==> src/rtl/core/bpfu_pkg.sv <==
// Shared types and codes for the buffer pool with free and used queues.
// Used by the front end, the command queue, the back end and the top level.
// No dependencies.
`timescale 1ns / 1ps

package bpfu_pkg;

  localparam int IDX_W  = 7;
  localparam int WAIT_W = 8;
  localparam int OP_W   = 2;

  // Operation codes as they arrive on the op port.
  localparam logic [OP_W-1:0] OP_GET_FREE = 2'd0;
  localparam logic [OP_W-1:0] OP_ADD_USED = 2'd1;
  localparam logic [OP_W-1:0] OP_GET_USED = 2'd2;
  localparam logic [OP_W-1:0] OP_RET_FREE = 2'd3;

  // Depth of the command queue between front and back.
  localparam int QDEPTH = 2;
  localparam int QPTR_W = 1;
  localparam int QCNT_W = 2;

  // Classified command, one flag per operation.
  typedef struct packed {
    logic             get_free;
    logic             add_used;
    logic             get_used;
    logic             ret_free;
    logic [IDX_W-1:0] index;
  } cmd_t;

  // One result word as presented at the output ports.
  typedef struct packed {
    logic              done;
    logic [IDX_W-1:0]  result_index;
    logic              ok;
    logic              reclaimed;
    logic [WAIT_W-1:0] waiting_count;
  } res_t;

endpackage

==> src/rtl/core/bpfu_front.sv <==
// Front end: accepts commands and classifies the operation code.
// Depends on bpfu_pkg.
`timescale 1ns / 1ps

module bpfu_front (
  input  logic                          start,
  input  logic                          busy,
  input  logic [bpfu_pkg::OP_W-1:0]     op,
  input  logic [bpfu_pkg::IDX_W-1:0]    buffer_index,
  output logic                          push,
  output bpfu_pkg::cmd_t                cmd
);

  assign push = start && !busy;

  always_comb begin
    cmd          = '0;
    cmd.index    = buffer_index;
    unique case (op)
      bpfu_pkg::OP_GET_FREE: cmd.get_free = 1'b1;
      bpfu_pkg::OP_ADD_USED: cmd.add_used = 1'b1;
      bpfu_pkg::OP_GET_USED: cmd.get_used = 1'b1;
      bpfu_pkg::OP_RET_FREE: cmd.ret_free = 1'b1;
      default:               cmd.get_free = 1'b1;
    endcase
  end

endmodule

==> src/rtl/core/bpfu_cmd_queue.sv <==
// Short queue of classified commands between the front and back ends.
// Depends on bpfu_pkg.
`timescale 1ns / 1ps

module bpfu_cmd_queue (
  input  logic           clk,
  input  logic           rst,
  input  logic           push,
  input  bpfu_pkg::cmd_t push_cmd,
  input  logic           pop,
  output logic           full,
  output logic           valid,
  output bpfu_pkg::cmd_t head_cmd
);

  bpfu_pkg::cmd_t                   entries [bpfu_pkg::QDEPTH];
  logic [bpfu_pkg::QPTR_W-1:0]      wr_ptr;
  logic [bpfu_pkg::QPTR_W-1:0]      rd_ptr;
  logic [bpfu_pkg::QCNT_W-1:0]      count;
  logic [bpfu_pkg::QCNT_W-1:0]      count_next;

  assign full     = (count == bpfu_pkg::QCNT_W'(bpfu_pkg::QDEPTH));
  assign valid    = (count != '0);
  assign head_cmd = entries[rd_ptr];

  always_comb begin
    count_next = count;
    if (push && !(pop && valid)) begin
      count_next = count + bpfu_pkg::QCNT_W'(1);
    end else if (!push && pop && valid) begin
      count_next = count - bpfu_pkg::QCNT_W'(1);
    end
  end

  always_ff @(posedge clk) begin
    if (rst) begin
      wr_ptr <= '0;
      rd_ptr <= '0;
      count  <= '0;
    end else begin
      count <= count_next;
      if (push) begin
        wr_ptr <= wr_ptr + bpfu_pkg::QPTR_W'(1);
      end
      if (pop && valid) begin
        rd_ptr <= rd_ptr + bpfu_pkg::QPTR_W'(1);
      end
    end
  end

  always_ff @(posedge clk) begin
    if (push) begin
      entries[wr_ptr] <= push_cmd;
    end
  end

endmodule

==> src/rtl/core/bpfu_back.sv <==
// Back end: holds the free and used queues and carries out one command a cycle.
// Depends on bpfu_pkg.
`timescale 1ns / 1ps

module bpfu_back #(
  parameter int NUM_BUFFERS = 128
) (
  input  logic           clk,
  input  logic           rst,
  input  logic           cmd_valid,
  input  bpfu_pkg::cmd_t cmd,
  output bpfu_pkg::res_t res
);

  localparam int PW = $clog2(NUM_BUFFERS);
  localparam int CW = $clog2(NUM_BUFFERS + 1);
  localparam logic [PW-1:0] LAST = PW'(NUM_BUFFERS - 1);
  localparam logic [CW-1:0] FULL = CW'(NUM_BUFFERS);

  logic [bpfu_pkg::IDX_W-1:0] free_mem [NUM_BUFFERS];
  logic [bpfu_pkg::IDX_W-1:0] used_mem [NUM_BUFFERS];

  logic [PW-1:0] free_head;
  logic [PW-1:0] free_tail;
  logic [PW-1:0] used_head;
  logic [PW-1:0] used_tail;
  logic [CW-1:0] free_count;
  logic [CW-1:0] used_count;
  logic [CW-1:0] used_count_next;
  logic          free_wrapped;

  logic pop_free;
  logic pop_used;
  logic push_free;
  logic push_used;
  logic ok_c;
  logic recl_c;
  logic fresh_c;

  logic [PW+bpfu_pkg::IDX_W-1:0]  head_ext;
  logic [CW+bpfu_pkg::WAIT_W-1:0] wait_ext;

  // Registered result stage.
  logic                          done;
  logic                          ok;
  logic                          reclaimed;
  logic                          src_free;
  logic                          src_used;
  logic                          fresh;
  logic [bpfu_pkg::IDX_W-1:0]    fresh_idx;
  logic [bpfu_pkg::IDX_W-1:0]    free_rd;
  logic [bpfu_pkg::IDX_W-1:0]    used_rd;
  logic [bpfu_pkg::WAIT_W-1:0]   wait_cnt;

  function automatic logic [PW-1:0] ptr_inc(input logic [PW-1:0] p);
    return (p == LAST) ? '0 : p + PW'(1);
  endfunction

  always_comb begin
    pop_free  = 1'b0;
    pop_used  = 1'b0;
    push_free = 1'b0;
    push_used = 1'b0;
    recl_c    = 1'b0;
    if (cmd_valid) begin
      priority if (cmd.get_free) begin
        if (free_count != '0) begin
          pop_free = 1'b1;
        end else if (used_count != '0) begin
          pop_used = 1'b1;
          recl_c   = 1'b1;
        end
      end else if (cmd.add_used) begin
        push_used = (used_count != FULL);
      end else if (cmd.get_used) begin
        pop_used = (used_count != '0);
      end else if (cmd.ret_free) begin
        push_free = (free_count != FULL);
      end
    end
    ok_c = pop_free || pop_used || push_free || push_used;
  end

  always_comb begin
    used_count_next = used_count;
    if (pop_used) begin
      used_count_next = used_count - CW'(1);
    end else if (push_used) begin
      used_count_next = used_count + CW'(1);
    end
  end

  // The free queue starts out holding each index in its own slot. Pushes fill
  // slots strictly in order from slot zero, so until the tail first wraps, a
  // slot at or beyond the tail has never been written and still holds its
  // initial index, which is the slot number itself.
  assign fresh_c  = !free_wrapped && (free_head >= free_tail);
  assign head_ext = {{bpfu_pkg::IDX_W{1'b0}}, free_head};
  assign wait_ext = {{bpfu_pkg::WAIT_W{1'b0}}, used_count_next};

  always_ff @(posedge clk) begin
    if (rst) begin
      free_head    <= '0;
      free_tail    <= '0;
      used_head    <= '0;
      used_tail    <= '0;
      free_count   <= FULL;
      used_count   <= '0;
      free_wrapped <= 1'b0;
      done         <= 1'b0;
    end else begin
      done       <= cmd_valid;
      used_count <= used_count_next;
      if (pop_free) begin
        free_head  <= ptr_inc(free_head);
        free_count <= free_count - CW'(1);
      end
      if (push_free) begin
        free_tail  <= ptr_inc(free_tail);
        free_count <= free_count + CW'(1);
        if (free_tail == LAST) begin
          free_wrapped <= 1'b1;
        end
      end
      if (pop_used) begin
        used_head <= ptr_inc(used_head);
      end
      if (push_used) begin
        used_tail <= ptr_inc(used_tail);
      end
    end
  end

  always_ff @(posedge clk) begin
    ok        <= ok_c;
    reclaimed <= recl_c;
    src_free  <= pop_free;
    src_used  <= pop_used;
    fresh     <= fresh_c;
    fresh_idx <= head_ext[bpfu_pkg::IDX_W-1:0];
    wait_cnt  <= wait_ext[bpfu_pkg::WAIT_W-1:0];
  end

  always_ff @(posedge clk) begin
    if (push_free) begin
      free_mem[free_tail] <= cmd.index;
    end
    free_rd <= free_mem[free_head];
  end

  always_ff @(posedge clk) begin
    if (push_used) begin
      used_mem[used_tail] <= cmd.index;
    end
    used_rd <= used_mem[used_head];
  end

  always_comb begin
    res               = '0;
    res.done          = done;
    res.ok            = ok;
    res.reclaimed     = reclaimed;
    res.waiting_count = wait_cnt;
    if (src_free) begin
      res.result_index = fresh ? fresh_idx : free_rd;
    end else if (src_used) begin
      res.result_index = used_rd;
    end
  end

endmodule

==> src/rtl/core/buffer_pool_free_used_queues.sv <==
// Top level of the buffer pool with a free queue and a used queue.
// Depends on bpfu_pkg, bpfu_front, bpfu_cmd_queue and bpfu_back.
//
//   Channel   Handshake             Words carried
//   --------  --------------------  ------------------------------------------
//   command   start / busy          op, buffer_index
//   result    done (one cycle)      result_index, ok, reclaimed, waiting_count
//
// A command reaches done through the command queue and the back end's registers.
// The back end completes one command per cycle, so a new command may be given
// every cycle; busy rises only if the command queue fills.
// After reset the pool is ready at once: the initial free list is served from
// the head pointer until the free queue's tail first wraps, with no clearing pass.
// Results cannot be held off; each stands on the ports for one cycle.
`timescale 1ns / 1ps

module buffer_pool_free_used_queues #(
  parameter int NUM_BUFFERS = 128
) (
  input  logic                            clk,
  input  logic                            rst,
  input  logic                            start,
  output logic                            busy,
  input  logic [bpfu_pkg::OP_W-1:0]       op,
  input  logic [bpfu_pkg::IDX_W-1:0]      buffer_index,
  output logic                            done,
  output logic [bpfu_pkg::IDX_W-1:0]      result_index,
  output logic                            ok,
  output logic                            reclaimed,
  output logic [bpfu_pkg::WAIT_W-1:0]     waiting_count
);

  logic           q_push;
  bpfu_pkg::cmd_t q_in;
  logic           q_valid;
  bpfu_pkg::cmd_t q_head;
  bpfu_pkg::res_t res;

  bpfu_front u_front (
    .start        (start),
    .busy         (busy),
    .op           (op),
    .buffer_index (buffer_index),
    .push         (q_push),
    .cmd          (q_in)
  );

  bpfu_cmd_queue u_queue (
    .clk      (clk),
    .rst      (rst),
    .push     (q_push),
    .push_cmd (q_in),
    .pop      (q_valid),
    .full     (busy),
    .valid    (q_valid),
    .head_cmd (q_head)
  );

  bpfu_back #(
    .NUM_BUFFERS (NUM_BUFFERS)
  ) u_back (
    .clk       (clk),
    .rst       (rst),
    .cmd_valid (q_valid),
    .cmd       (q_head),
    .res       (res)
  );

  assign done          = res.done;
  assign result_index  = res.result_index;
  assign ok            = res.ok;
  assign reclaimed     = res.reclaimed;
  assign waiting_count = res.waiting_count;

endmodule

==> config.mk <==
export PLATFORM = sky130hd
export DESIGN_NAME = buffer_pool_free_used_queues
export DESIGN_NICKNAME = d
export VERILOG_FILES = /design/src/rtl/core/bpfu_pkg.sv /design/src/rtl/core/bpfu_front.sv /design/src/rtl/core/bpfu_cmd_queue.sv /design/src/rtl/core/bpfu_back.sv /design/src/rtl/core/buffer_pool_free_used_queues.sv
export SDC_FILE = /design/constraint.sdc
export NUM_CORES = 2
export LEC_CHECK = 0
export BUFFER_PORTS_ARGS = -buffer_cell sky130_fd_sc_hd__buf_2
export CAP_MARGIN = 20
export CORE_ASPECT_RATIO = 1.2
export CORE_MARGIN = 2
export CORE_UTILIZATION = 30
export CTS_BUF_LIST = sky130_fd_sc_hd__clkbuf_2 sky130_fd_sc_hd__clkbuf_4 sky130_fd_sc_hd__clkbuf_8
export DETAILED_ROUTE_END_ITERATION = 10
export GPL_ROUTABILITY_DRIVEN = 0
export GPL_TIMING_DRIVEN = 0
export PLACE_DENSITY = 0.4
export SYNTH_ARGS = -nofsm -noshare
export SYNTH_HDL_FRONTEND = slang
export SYNTH_SLANG_ARGS = --single-unit
export TNS_END_PERCENT = 50
==> constraint.sdc <==
create_clock -name clk -period 7.1 [get_ports clk]
set_input_delay 1.42 -clock clk [delete_from_list [all_inputs] [get_ports clk]]
set_output_delay 1.42 -clock clk [all_outputs]
set_load 0.05 [all_outputs]
* After elaboration in Yosys (flattened, before gate mapping)
Memory sizes are Yosys's and may differ from the RTL's. A register that Yosys moved wholly into a read port is not among the register bits. Cells that the tools add are included.
Cells by class: $add $sub $neg 12, order comparisons 1, equality and inequality tests 10, muxes and demuxes 42, reductions and logical operators 20
Operators by type and width (number):
- 2-to-1 mux 7 bit | 7
- 2-to-1 mux 8 bit | 4
- 2-to-1 mux 1 bit | 29
- adder 7 x 1 -> 7 bit, second input constant | 4
- == test 7 bit, second input constant | 4
- adder 8 x 1 -> 8 bit, second input constant | 2
- inequality test 8 bit, second input constant | 2
- nonzero test 8 bit | 2
- subtractor 8 x 1 -> 8 bit, second input constant | 2
- >= comparator 7 bit | 1
- == test 2 bit, second input constant | 3
- nonzero test 2 bit | 3
- logical AND 1 bit | 5
- zero test 1 bit | 4
- 2-to-1 mux 2 bit | 2
- AND reduction 2 bit | 2
- logical OR 1 bit | 3
- adder 1 bit, second input constant | 2
- adder 2 x 1 -> 2 bit, second input constant | 1
- == test 2 x 1 -> 1 bit, second input constant | 1
- zero test 2 bit | 1
- subtractor 2 x 1 -> 2 bit, second input constant | 1
Storage, ports and cells: bits in registers 70, bits in writable memories 1814, input bits 12, output and inout bits 19, logic and storage cells 106, memories 3
Memory list:
- u_back.free_mem | depth 128, bits a word 7, rd ports 1, clocked after Yosys merged registers in 1, write ports 1, RTL line bpfu_back.sv:20 | logic [bpfu_pkg::IDX_W-1:0] free_mem [NUM_BUFFERS];
- u_back.used_mem | depth 128, bits a word 7, rd ports 1, clocked after Yosys merged registers in 1, write ports 1, RTL line bpfu_back.sv:21 | logic [bpfu_pkg::IDX_W-1:0] used_mem [NUM_BUFFERS];
- u_queue.entries | depth 2, bits a word 11, rd ports 1, clocked after Yosys merged registers in 1, write ports 1, RTL line bpfu_cmd_queue.sv:16 | bpfu_pkg::cmd_t entries [bpfu_pkg::QDEPTH];

* Longest topological paths before layout
depth in word-level cells 8, depth in mapped cells 13, gate-level depth less buffers 11

* By module
From an unflattened synthesis, not the netlist that was laid out.
Unflattened totals: cell total of the unflattened synthesis 3876, area, all modules 74360.1 µm²
Modules (own cells, without submodules):
- bpfu_back | instances 1, cells an instance 3805, area each 73252.8 µm², sequential area each 55413.1 µm²
- bpfu_cmd_queue | instances 1, cells an instance 59, area each 1022.2 µm², sequential area each 760.7 µm²
- bpfu_front | instances 1, cells an instance 12, area each 85.1 µm², sequential area each 0.0 µm²

* Worst setup path before layout
Ideal clock, no wire load.
kind flip-flop to flip-flop, start reg with a tool-made name, end mem u_back.free_mem[0][0] (netlist name), data pin, data arrival time 2437 ps, required time 6545 ps, setup slack 4108 ps, stages on the path, launching flop included 3, buffers on the path 1, clock period less this slack 2992 ps, cell sequence dfxtp_1 > buf_2 > mux2_2
RTL lines (RTL line):
- end: declaration | bpfu_back.sv:20

==> summary.txt <==
Run status
  • Outcome: complete, no violations

Worst setup path
  • Worst EP required: 8.04 ns
  • Worst Setup SP: u_back.free_head[2]
  • CP cell instances: buf_2, inv_1, buf_2, buf_2, buf_2, mux2i_1, nor2_1, nor4_1, a21oi_1
  • Worst stage delay on the critical path: just under 0.7 ns
  • Worst Setup EP: u_back.free_rd[6]
  • Crit end category: flip-flop
  • WP depth: 9
  • Cells on worst reg2reg path: 9
  • Crit path kind: flip-flop to flip-flop
  • Slowest-stage cell, CP: nor4_1
  • Critical Path AT: between 5 and 6 ns
  • Reg2reg setup slack: about 2.3 ns
  • Most common cell on crit path: buf_2
  • Worst path bufs/invs: 5
  • RR Startpoint: u_back.free_head[2]
  • Crit Path Max Fanout: 10
  • Worst R2R End: u_back.free_rd[6]
  • CP delay by family, top: buffers and inverters
  • Startpoint types: flip-flop

Finish
  • Layout cells sized above 1: between 20% and 30%
  • Nets: roughly 4,300
  • Area occupied by multi-input gates: between 0.015 and 0.02 sq mm
  • Register Area: roughly 0.056 sq mm
  • Layout fillers: between 20,000 and 25,000
  • Area growth, synth to finish: 15.6%

Floorplanning
  • Die width: about 460 um
  • Initial core utilization: between 30 and 40%
  • Io pins: 31
  • Rows: 200
  • Full die area: about 0.25 sq mm
  • Die Y: around 550 um
  • Core area: between 0.2 and 0.25 sq mm

Drt
  • Vias post-DR: about 40,000
  • DRT Wirelength: 273,000 um
  • DRT iter0 DRCs: ~3,800
  • DRC: 0
  • Drt pass-1 iters: 5
  • Post-DR vias/cell: 5.16
  • Antenna viol nets, final: 0
  • Wire per inst: between 30 and 40 um

Global routing
  • Vias in the first global route: roughly 42,000
  • First-pass GRT wire length: between 300,000 and 400,000 um
  • Initial antenna violation count: 7
  • Global Route Usage Sum: 21.5%
  • Pin count of the biggest net entering global routing: about 130
  • Total grt overflow: 0

Logic synthesis
  • Count of cell types in the netlist: between 80 and 90
  • Avg Cell Area, Syn: roughly 19 sq um
  • Top FF cell, synth: edfxtp_1
  • Largest family of logic cells by synthesized area: multiplexers
  • Post-synthesis simple-gate area fraction: slightly above 4%
  • Gate Count Post-Synth: ~3,800
  • Mux cell area share after synthesis: 14.4%
  • Adder-cell share of the synthesized area: less than 1%
  • Async SR Flop Fraction: 0%
  • Register area share after synthesis: between 70 and 80%
  • Count leader, synth: edfxtp_1
  • Post-synth EDFFs: roughly 1,800
  • Post-Syn Area: ~0.074 sq mm
  • Yosys top cell by area: edfxtp_1
  • Synth Area in Compound Gates: about 3.6%
  • XOR/XNOR Fraction of Synth Area: 0.412%
  • Yosys warns: 0
  • Syn Nets: about 3,900
  • Synth top area share: approximately 73%
  • Register bit count reported by yosys: around 1,900
  • Synth area leaders: edfxtp_1, mux4_2, mux2i_1
  • Ranking of synthesized cells by instance count: edfxtp_1, mux4_2, nor2_1

Clock tree
  • Clock slew at reported path FFs: around 0.06 ns
  • Number of CTS-inserted buffers: 349
  • CTS Hold Bufs: 0
  • H-tree Lvls: 5
  • Root Driver: clkbuf_8
  • Worst skew pair latency: between 1 and 1.5 ns
  • Clock Tree Buf Depth: 4
  • Clk sink count: 1,899
  • CTS-repair resized insts: 0
  • Postcts setup bufs: 0
  • CTS tree: done

Pwr
  • PD cells: roughly 330 mW/mm^2
  • VDD IR-drop max: roughly 0.21 mV
  • Tot Pwr: approximately 0.028 W
  • Leakage: 26.3 nW

Timing
  • Final setup viols: 0
  • Sum of negative setup slack: 0 ns
  • Max Slew Vio Count: 0
  • Relative slew margins: between 20% and 30%
  • Final worst path period share: between 60% and 70%
  • Least-Margin Pin Slew: 1.19 ns
  • RSZ-0062 raised after global routing: no
  • Max Fclk: ~210 MHz
  • Clk_skew: between 0.08 and 0.09 ns
  • Final min period: between 4 and 5 ns
  • Final hold vios: 0

Place
  • I/O Buffers: 30
  • Post-DP HPWL: between 150,000 and 200,000 um

Flow run
  • Max_cap viols: 0

Hold path
  • Hold Path Class: flip-flop to flip-flop
-- layout make-up --
class,instances,area share [%]
diodes,15,0.0436
plain buffers,210,1.38
clock buffers,475,6.78
clock inverters,133,0.888
inverters,24,0.113
multi-input cells,1704,19.9
flip-flops and latches,1899,65.3
well taps,3232,4.70
repair buffers,62,0.922
-- flip-flops by register name, summed over array words and instances, names as in the netlist, 8 cells and up, named ones only --
signal             cells
u_back.free_mem      896
u_queue.entries       22
u_back.wait_cnt        8
u_back.used_count      8
u_back.free_count      8
u_back.used_mem      896
-- worst min path at each step --
stage | start | end | slack [ns] | depth (start not counted)
5_1_grt | u_back.free_head[0] | u_back.fresh_idx[0] | 0.44 | 0
2_1_floorplan | u_back.free_head[0] | u_back.fresh_idx[0] | 0.37 | 0
4_1_cts | u_back.free_head[1] | u_back.fresh_idx[1] | 0.45 | 0
3_5_place_dp | u_back.free_count[5] | u_back.free_count[5] | 0.48 | 2
3_3_place_gp | u_back.free_head[0] | u_back.fresh_idx[0] | 0.47 | 0
6_report | u_back.free_head[1] | u_back.fresh_idx[1] | 0.44 | 0
-- layout by cell type, fill, tap and decap left out, types with 15 or more instances in the layout --
master | synthesis | final
clkbuf_1 | 78 | 65
diode_2 | 0 | 15
buf_16 | 0 | 16
nor2_1 | 374 | 373
a22oi_1 | 51 | 51
nor2b_1 | 33 | 33
nand4_1 | 15 | 15
mux2i_1 | 188 | 188
o22ai_1 | 29 | 29
ha_1 | 21 | 21
edfxtp_1 | 1814 | 1814
inv_1 | 21 | 21
clkbuf_4 | 0 | 112
clkbuf_8 | 0 | 363
nand3_1 | 40 | 40
mux4_2 | 377 | 377
nor3_1 | 42 | 42
mux2_2 | 27 | 20
dfxtp_1 | 85 | 85
o221ai_1 | 33 | 33
xnor2_1 | 24 | 24
nand2_1 | 107 | 107
buf_2 | 66 | 98
o21ai_0 | 28 | 28
a2111oi_0 | 15 | 15
clkinv_1 | 0 | 85
clkinv_2 | 0 | 32
a22o_1 | 20 | 20
buf_4 | 28 | 30
a21oi_1 | 62 | 62
buf_6 | 24 | 27
a211oi_1 | 42 | 42
-- cell families after synthesis --
kind of cell               count (synthesis)
AOI/OAI and AO/OA                        360
xor gates and xnor gates                  35
adders and majority gates                 22
buffers and inverters                    234
DFF                                     1899
muxes                                    595
and+or+nand+nor                          692
-- per-layer routing --
metal  part of all wire, %  global-route usage (%)  vias up
li1                      -                       -    16600
met2                    51                    37.9     1344
met5                0.0051                       0        -
met4                   4.5                    9.15        2
met1                    40                    25.9    21700
met3                   4.6                    3.44      476
-- report_power, final --
group	internal [W]	switching, W
clock	0.00556	0.00469
combinational	0.00128	0.00308
sequential	0.0133	0.0000703
-- per-stage QoR --
stage / setup WS, ns / hold slack [ns] / utilization (%) / cell area [sq um] / instances
final: 2.33 / 0.444 / 34.8 / 86100 / 7754
after global routing: 2.38 / 0.438 / 34.8 / 86100 / 7751
after CTS: 2.34 / 0.448 / 34.8 / 86000 / 7738
after detailed placement: 2.33 / 0.476 / 32.1 / 79400 / 7130
after global placement: 0.858 / 0.473 / 31.8 / 78700 / 7099
after floorplan: 4.11 / 0.368 / - / 74500 / 3837
-- worst reg2reg max path: cells and delay by family (launching register included) --
kind / cells / cell delay [ns]
buf+inv: 5 / 2.83
compound gates: 1 / 0.17
mux: 1 / 0.47
flops: 1 / 0.43
simple gates: 2 / 0.77
Note: power is estimated with default switching activity, not from simulation.
